File: config.mk
export PLATFORM = sky130hd
export DESIGN_NAME = natpmp_reply_parser_core
export DESIGN_NICKNAME = d
export VERILOG_FILES = /design/src/rtl/core/nrp_pkg.sv /design/src/rtl/core/nrp_front.sv /design/src/rtl/core/nrp_queue.sv /design/src/rtl/core/nrp_back.sv /design/src/rtl/core/natpmp_reply_parser_core.sv
export SDC_FILE = /design/constraint.sdc
export NUM_CORES = 1
export LEC_CHECK = 0
export BUFFER_PORTS_ARGS = -buffer_cell sky130_fd_sc_hd__buf_2
export CORE_ASPECT_RATIO = 0.5
export CORE_MARGIN = 2
export CORE_UTILIZATION = 55
export DETAILED_ROUTE_END_ITERATION = 8
export PLACE_DENSITY = 0.77
export SLEW_MARGIN = 10
export SYNTH_ARGS = -nofsm -noshare
export SYNTH_HDL_FRONTEND = slang
export SYNTH_HIERARCHICAL = 1
export SYNTH_SLANG_ARGS = --single-unit
File: constraint.sdc
create_clock -name clock -period 9.05 [get_ports clock]
set_input_delay 0.4525 -clock clock [delete_from_list [all_inputs] [get_ports clock]]
set_output_delay 0.4525 -clock clock [all_outputs]
set_load 0.02 [all_outputs]
File: src/rtl/core/nrp_pkg.sv
// nrp_pkg: types and constants shared by the nat-pmp reply parser modules
`timescale 1ns / 1ps

package nrp_pkg;

   localparam int STORE_DEPTH    = 16;
   localparam int QUEUE_DEPTH    = 2;

   localparam logic [4:0] MIN_HEADER    = 5'd8;
   localparam logic [4:0] MIN_ADDR_BODY = 5'd12;
   localparam logic [4:0] MIN_MAP_BODY  = 5'd16;

   localparam logic [7:0] OP_ADDRESS = 8'd128;
   localparam logic [7:0] OP_MAPPING = 8'd129;

   localparam logic [3:0] ST_OK           = 4'd0;
   localparam logic [3:0] ST_SHORT        = 4'd1;
   localparam logic [3:0] ST_VERSION      = 4'd2;
   localparam logic [3:0] ST_OPCODE       = 4'd3;
   localparam logic [3:0] ST_REFUSE_SHIFT = 4'd2;
   localparam logic [3:0] ST_REFUSE_OTHER = 4'd8;
   localparam logic [3:0] ST_BODY_SHORT   = 4'd9;
   localparam logic [3:0] ST_PORT_ZERO    = 4'd10;

   // one complete datagram as handed from the front to the back
   typedef struct packed {
      logic [STORE_DEPTH-1:0][7:0] bytes;
      logic [4:0]                  size;
      logic                        mapping;
   } rec_type;

endpackage

File: src/rtl/core/nrp_front.sv
// nrp_front: takes reply beats, keeps the first sixteen bytes and emits a datagram record
`timescale 1ns / 1ps

module nrp_front (
   input  logic             clock,
   input  logic             reset,
   input  logic             req_valid,
   output logic             req_stall,
   input  logic [7:0]       req_reply_byte,
   input  logic             req_last_byte,
   input  logic             req_expect_mapping,
   input  logic             q_full,
   output logic             q_push,
   output nrp_pkg::rec_type q_data
);

   logic [4:0]                           count_ff;
   logic [4:0]                           count_in;
   logic [nrp_pkg::STORE_DEPTH-1:0][7:0] store_ff;
   logic                                 accept;
   logic                                 room;

   assign req_stall = q_full;
   assign accept    = req_valid & ~req_stall;
   assign room      = ~count_ff[4];
   assign q_push    = accept & req_last_byte;

   always_comb begin
      count_in = count_ff;
      if (accept) begin
         if (req_last_byte) begin
            count_in = '0;
         end else if (room) begin
            count_in = count_ff + 5'd1;
         end
      end
   end

   // current beat merged in at its slot
   always_comb begin
      for (int i = 0; i < nrp_pkg::STORE_DEPTH; i++) begin
         if (room && (count_ff[3:0] == 4'(i))) begin
            q_data.bytes[i] = req_reply_byte;
         end else begin
            q_data.bytes[i] = store_ff[i];
         end
      end
      q_data.size    = room ? (count_ff + 5'd1) : count_ff;
      q_data.mapping = req_expect_mapping;
   end

   always_ff @(posedge clock) begin
      if (reset) begin
         count_ff <= '0;
      end else begin
         count_ff <= count_in;
      end
   end

   always_ff @(posedge clock) begin
      if (accept && room) begin
         store_ff[count_ff[3:0]] <= req_reply_byte;
      end
   end

endmodule

File: src/rtl/core/nrp_queue.sv
// nrp_queue: short first-in first-out queue of datagram records between front and back
`timescale 1ns / 1ps

module nrp_queue #(
   parameter int Depth = nrp_pkg::QUEUE_DEPTH
) (
   input  logic             clock,
   input  logic             reset,
   input  logic             push,
   input  nrp_pkg::rec_type push_data,
   input  logic             pop,
   output nrp_pkg::rec_type head,
   output logic             full,
   output logic             empty
);

   localparam int PtrW = (Depth > 1) ? $clog2(Depth) : 1;
   localparam int CntW = $clog2(Depth + 1);

   nrp_pkg::rec_type entries_ff [Depth];
   logic [PtrW-1:0]  wr_ptr_ff;
   logic [PtrW-1:0]  wr_ptr_in;
   logic [PtrW-1:0]  rd_ptr_ff;
   logic [PtrW-1:0]  rd_ptr_in;
   logic [CntW-1:0]  count_ff;
   logic [CntW-1:0]  count_in;
   logic             do_push;
   logic             do_pop;

   assign full    = (count_ff == CntW'(Depth));
   assign empty   = (count_ff == '0);
   assign do_push = push & ~full;
   assign do_pop  = pop & ~empty;
   assign head    = entries_ff[rd_ptr_ff];

   always_comb begin
      wr_ptr_in = wr_ptr_ff;
      rd_ptr_in = rd_ptr_ff;
      count_in  = count_ff;
      if (do_push) begin
         wr_ptr_in = (wr_ptr_ff == PtrW'(Depth - 1)) ? '0 : wr_ptr_ff + 1'b1;
      end
      if (do_pop) begin
         rd_ptr_in = (rd_ptr_ff == PtrW'(Depth - 1)) ? '0 : rd_ptr_ff + 1'b1;
      end
      if (do_push && !do_pop) begin
         count_in = count_ff + 1'b1;
      end else if (do_pop && !do_push) begin
         count_in = count_ff - 1'b1;
      end
   end

   always_ff @(posedge clock) begin
      if (reset) begin
         wr_ptr_ff <= '0;
         rd_ptr_ff <= '0;
         count_ff  <= '0;
      end else begin
         wr_ptr_ff <= wr_ptr_in;
         rd_ptr_ff <= rd_ptr_in;
         count_ff  <= count_in;
      end
   end

   always_ff @(posedge clock) begin
      if (do_push) begin
         entries_ff[wr_ptr_ff] <= push_data;
      end
   end

endmodule

File: src/rtl/core/nrp_back.sv
// nrp_back: checks one datagram record and holds the result beat in the output register
`timescale 1ns / 1ps

module nrp_back (
   input  logic             clock,
   input  logic             reset,
   input  nrp_pkg::rec_type head,
   input  logic             q_empty,
   output logic             q_pop,
   output logic             rsp_valid,
   input  logic             rsp_stall,
   output logic [3:0]       rsp_status,
   output logic [15:0]      rsp_result_code,
   output logic [31:0]      rsp_external_address,
   output logic [15:0]      rsp_external_port,
   output logic [31:0]      rsp_lease_seconds
);

   logic        valid_ff;
   logic        valid_in;
   logic [3:0]  status_ff;
   logic [3:0]  status_in;
   logic [15:0] code_ff;
   logic [15:0] code_in;
   logic [31:0] addr_ff;
   logic [31:0] addr_in;
   logic [15:0] port_ff;
   logic [15:0] port_in;
   logic [31:0] lease_ff;
   logic [31:0] lease_in;
   logic [15:0] code;
   logic [15:0] port;
   logic [7:0]  want_op;

   assign q_pop    = ~q_empty & (~valid_ff | ~rsp_stall);
   assign valid_in = q_pop | (valid_ff & rsp_stall);

   assign code    = {head.bytes[2], head.bytes[3]};
   assign port    = {head.bytes[10], head.bytes[11]};
   assign want_op = head.mapping ? nrp_pkg::OP_MAPPING : nrp_pkg::OP_ADDRESS;

   always_comb begin
      status_in = nrp_pkg::ST_OK;
      code_in   = '0;
      addr_in   = '0;
      port_in   = '0;
      lease_in  = '0;
      if (head.size < nrp_pkg::MIN_HEADER) begin
         status_in = nrp_pkg::ST_SHORT;
      end else begin
         code_in = code;
         if (head.bytes[0] != 8'd0) begin
            status_in = nrp_pkg::ST_VERSION;
         end else if (head.bytes[1] != want_op) begin
            status_in = nrp_pkg::ST_OPCODE;
         end else if (code != 16'd0) begin
            if (code inside {[16'd2:16'd5]}) begin
               status_in = code[3:0] + nrp_pkg::ST_REFUSE_SHIFT;
            end else begin
               status_in = nrp_pkg::ST_REFUSE_OTHER;
            end
         end else if (!head.mapping) begin
            if (head.size < nrp_pkg::MIN_ADDR_BODY) begin
               status_in = nrp_pkg::ST_BODY_SHORT;
            end else begin
               addr_in = {head.bytes[8], head.bytes[9], head.bytes[10], head.bytes[11]};
            end
         end else begin
            if (head.size < nrp_pkg::MIN_MAP_BODY) begin
               status_in = nrp_pkg::ST_BODY_SHORT;
            end else begin
               port_in   = port;
               lease_in  = {head.bytes[12], head.bytes[13], head.bytes[14], head.bytes[15]};
               status_in = (port == 16'd0) ? nrp_pkg::ST_PORT_ZERO : nrp_pkg::ST_OK;
            end
         end
      end
   end

   always_ff @(posedge clock) begin
      if (reset) begin
         valid_ff <= 1'b0;
      end else begin
         valid_ff <= valid_in;
      end
   end

   always_ff @(posedge clock) begin
      if (q_pop) begin
         status_ff <= status_in;
         code_ff   <= code_in;
         addr_ff   <= addr_in;
         port_ff   <= port_in;
         lease_ff  <= lease_in;
      end
   end

   assign rsp_valid            = valid_ff;
   assign rsp_status           = status_ff;
   assign rsp_result_code      = code_ff;
   assign rsp_external_address = addr_ff;
   assign rsp_external_port    = port_ff;
   assign rsp_lease_seconds    = lease_ff;

endmodule

File: src/rtl/core/natpmp_reply_parser_core.sv
// natpmp_reply_parser_core: top level of the nat-pmp reply parser
//
//   channel  direction  handshake              payload
//   req      in         req_valid / req_stall  reply_byte, last_byte, expect_mapping
//   rsp      out        rsp_valid / rsp_stall  status, result_code, external_address,
//                                              external_port, lease_seconds
//
// one request beat is taken every cycle while req_stall is low; a reply's result beat
// is registered first in the record queue and then in the output register before it shows on rsp
// reset clears the byte count, the queue pointers and rsp_valid; no clearing pass
// rsp_stall holds the output register, then up to QUEUE_DEPTH finished replies queue up,
// and only when the queue is full does req_stall rise
`timescale 1ns / 1ps

module natpmp_reply_parser_core #(
   parameter int QUEUE_DEPTH = nrp_pkg::QUEUE_DEPTH
) (
   input  logic        clock,
   input  logic        reset,
   input  logic        req_valid,
   output logic        req_stall,
   input  logic [7:0]  req_reply_byte,
   input  logic        req_last_byte,
   input  logic        req_expect_mapping,
   output logic        rsp_valid,
   input  logic        rsp_stall,
   output logic [3:0]  rsp_status,
   output logic [15:0] rsp_result_code,
   output logic [31:0] rsp_external_address,
   output logic [15:0] rsp_external_port,
   output logic [31:0] rsp_lease_seconds
);

   nrp_pkg::rec_type push_data;
   nrp_pkg::rec_type head;
   logic             q_push;
   logic             q_pop;
   logic             q_full;
   logic             q_empty;

   nrp_front u_front (
      .clock              (clock),
      .reset              (reset),
      .req_valid          (req_valid),
      .req_stall          (req_stall),
      .req_reply_byte     (req_reply_byte),
      .req_last_byte      (req_last_byte),
      .req_expect_mapping (req_expect_mapping),
      .q_full             (q_full),
      .q_push             (q_push),
      .q_data             (push_data)
   );

   nrp_queue #(
      .Depth (QUEUE_DEPTH)
   ) u_queue (
      .clock     (clock),
      .reset     (reset),
      .push      (q_push),
      .push_data (push_data),
      .pop       (q_pop),
      .head      (head),
      .full      (q_full),
      .empty     (q_empty)
   );

   nrp_back u_back (
      .clock                (clock),
      .reset                (reset),
      .head                 (head),
      .q_empty              (q_empty),
      .q_pop                (q_pop),
      .rsp_valid            (rsp_valid),
      .rsp_stall            (rsp_stall),
      .rsp_status           (rsp_status),
      .rsp_result_code      (rsp_result_code),
      .rsp_external_address (rsp_external_address),
      .rsp_external_port    (rsp_external_port),
      .rsp_lease_seconds    (rsp_lease_seconds)
   );

endmodule

==> results.toml <==
[outcome]
status = "complete, no violations"

[global_routing]
antenna_found_initial = 1
grt_max_degree = 87
grt_pass1_wl_um = 47200
overflow = 0
grt.total_usage = 0.192
grt_pass1_vias = 8477

[floorplan]
die_area_sq_um = 32200
rows = 45
die_y_um = 128
die_x_um = 252
core-area_sq_um = 30300
ios = 116
initial_utilization = 0.557

[critical_path]
end_kind = "flop"
critical_path_arrival_ps = 4590
worstSetupPathType = "reg2reg"
start_kind = "flop"
rrSetupSlack_ps = 4820
ff2ff_path_depth = 7
r2r-end = "u_back/rsp_lease_seconds[31]$_SDFFCE_PP0P_"
crit_path_max_fanout = 57
required_ps = 9410

[timing]
slew_violations = 0
finalSetupTns_ps = 0
skew_ps = 22.5
setup_viol = 0
max_slew_margin = 0.218
period_share = 0.468
fmax_ghz = 0.236
fin_ws_ps = 4820
worstMarginPinSlew_ps = 1170
rsz0062_at_grt = "false"
hold_viol_final = 0
finalCriticalPeriod_ps = 4230

[worst_hold_path]
hold_depth = 1
min_from = "req_expect_mapping"
min_to = "u_queue/entries_ff[1][0]$_DFFE_PP_"
hold_class = "in2reg"

[finish]
fin_util = 0.620
syn_to_final_growth_pct = 11.2
layout.nets = 1067
layout_common_cells = "edfxtp_1 (396), mux2_2 (147), buf_2 (115), nor3_2 (81), inv_1 (70)"
drive_gt1_frac = 0.438
final_common_cell = "edfxtp_1"
finalNonFillerCells = 1472
antenna_cells = 0

[place]
port_buffers = 115
gp_congestion = 0.760
dp_hpwl_um = 17800
place_ws_ps = 4860
placed_cells = 1407

[cts]
h-tree-depth = 2
cts_tree = "built"
cts_sinks = 407
cts_repair_resize_count = 0
postCtsSetupBuffers = 0
clock_latency_ps = 540
clkTransAtPathRegs_ps = 70
postCtsHoldBufs = 0
cts_buffer_depth = 3
cts_buffers = 36
root_buffer = "clkbuf_16"

[pwr]
peakVddDrop_v = 0.000159
pwr-share-seq = 0.488
p_clk_frac = 0.284
leakagePower_nw = 6.58
power.density_nw_per_um2 = 283
switching_share = 0.301
p_comb_frac = 0.229
p_switching_w = 0.00160
p_int_w = 0.00372
power_w = 0.00532

[routing]
post_drt_wl_per_cell_um = 21.0
drt_iter0_markers = 589
met1Wirelength_um = 13600
wl_met3_um = 1580
wl_met2_um = 15000
vias = 8203
highest_layer = "met4"
vias_per_cell = 5.57
first_pass_iters = 5
ant_nets = 0
drt_wl_total_um = 30900
drc_errors = 0

[synthesis]
synth_cells = 943
syn_area_per_cell_sq_um = 17.9
synthesis.area_sq_um = 16900
yosys_warnings = 6
syn_nets = 964

[run]
cap_violations = 0
## flip-flops by register name, summed over array words and instances, names as in the netlist, named ones only
name and count:
u_queue/entries_ff 200, u_back/rsp_lease_seconds 32, u_queue/rd_ptr_ff 1, u_queue/count_ff 2, u_back/rsp_external_address 32, u_back/rsp_result_code 16, u_front/store_ff 96, u_queue/wr_ptr_ff 1
u_back/rsp_valid 1, u_front/count_ff 5, u_back/rsp_status 4, u_back/rsp_external_port 16
## layer usage
| metal | track usage | up-vias |
|---|---|---|
| li1 | - | 3728 |
| met4 | 0.0602 | 0 |
| met1 | 0.253 | 4208 |
| met3 | 0.0374 | 61 |
| met2 | 0.326 | 206 |
| met5 | 0 | - |
## power by group through the flow
stage	registers, W	clock network [W]	logic [W]
after floorplan	0.00289	0	0.000657
after global placement	0.00263	0	0.00121
after detailed placement	0.00264	0	0.00123
after CTS	0.00260	0.00154	0.00124
after global routing	0.00263	0.00161	0.00131
final	0.00259	0.00151	0.00122
## cell type report
| type | count | area, sq um |
|---|---|---|
| clock inverters | 23 | 199 |
| multi-input cells | 409 | 4130 |
| inverters | 71 | 268 |
| flip-flops and latches | 407 | 12100 |
| repair buffers | 121 | 621 |
| clock buffers | 42 | 955 |
| well taps | 399 | 499 |
| fillers | 2091 | 11500 |
## critical path, cell delays in order (launching register included)
cell and delay (ps):
dfxtp_4 850, buf_4 810, mux2_2 460, xnor2_1 200
nand3_1 180, or4_4 700, buf_4 450, nor3_2 270
## per-stage QoR
step / instance area [sq um] / hold slack (ps)
after floorplan: 16900 / 452
after detailed placement: 17600 / 494
after global routing: 18800 / 138
final: 18800 / 155
after global placement: 17600 / 475
after CTS: 18800 / 139
## worst max path at each step
stage	startpoint	to	slack, ps
finish	flop	u_back/rsp_lease_seconds[31]$_SDFFCE_PP0P_	4820
global placement	flop	u_back/rsp_external_port[12]$_SDFFCE_PP0P_	5000
CTS	flop	u_back/rsp_external_port[14]$_SDFFCE_PP0P_	4810
global route	flop	u_back/rsp_lease_seconds[31]$_SDFFCE_PP0P_	4580
detailed placement	flop	u_back/rsp_external_port[12]$_SDFFCE_PP0P_	4860
floorplan	u_queue/count_ff[0]$_SDFFE_PP0P_	u_queue/count_ff[1]$_SDFFE_PP0P_	1560
Note: power is estimated with default switching activity, not from simulation.
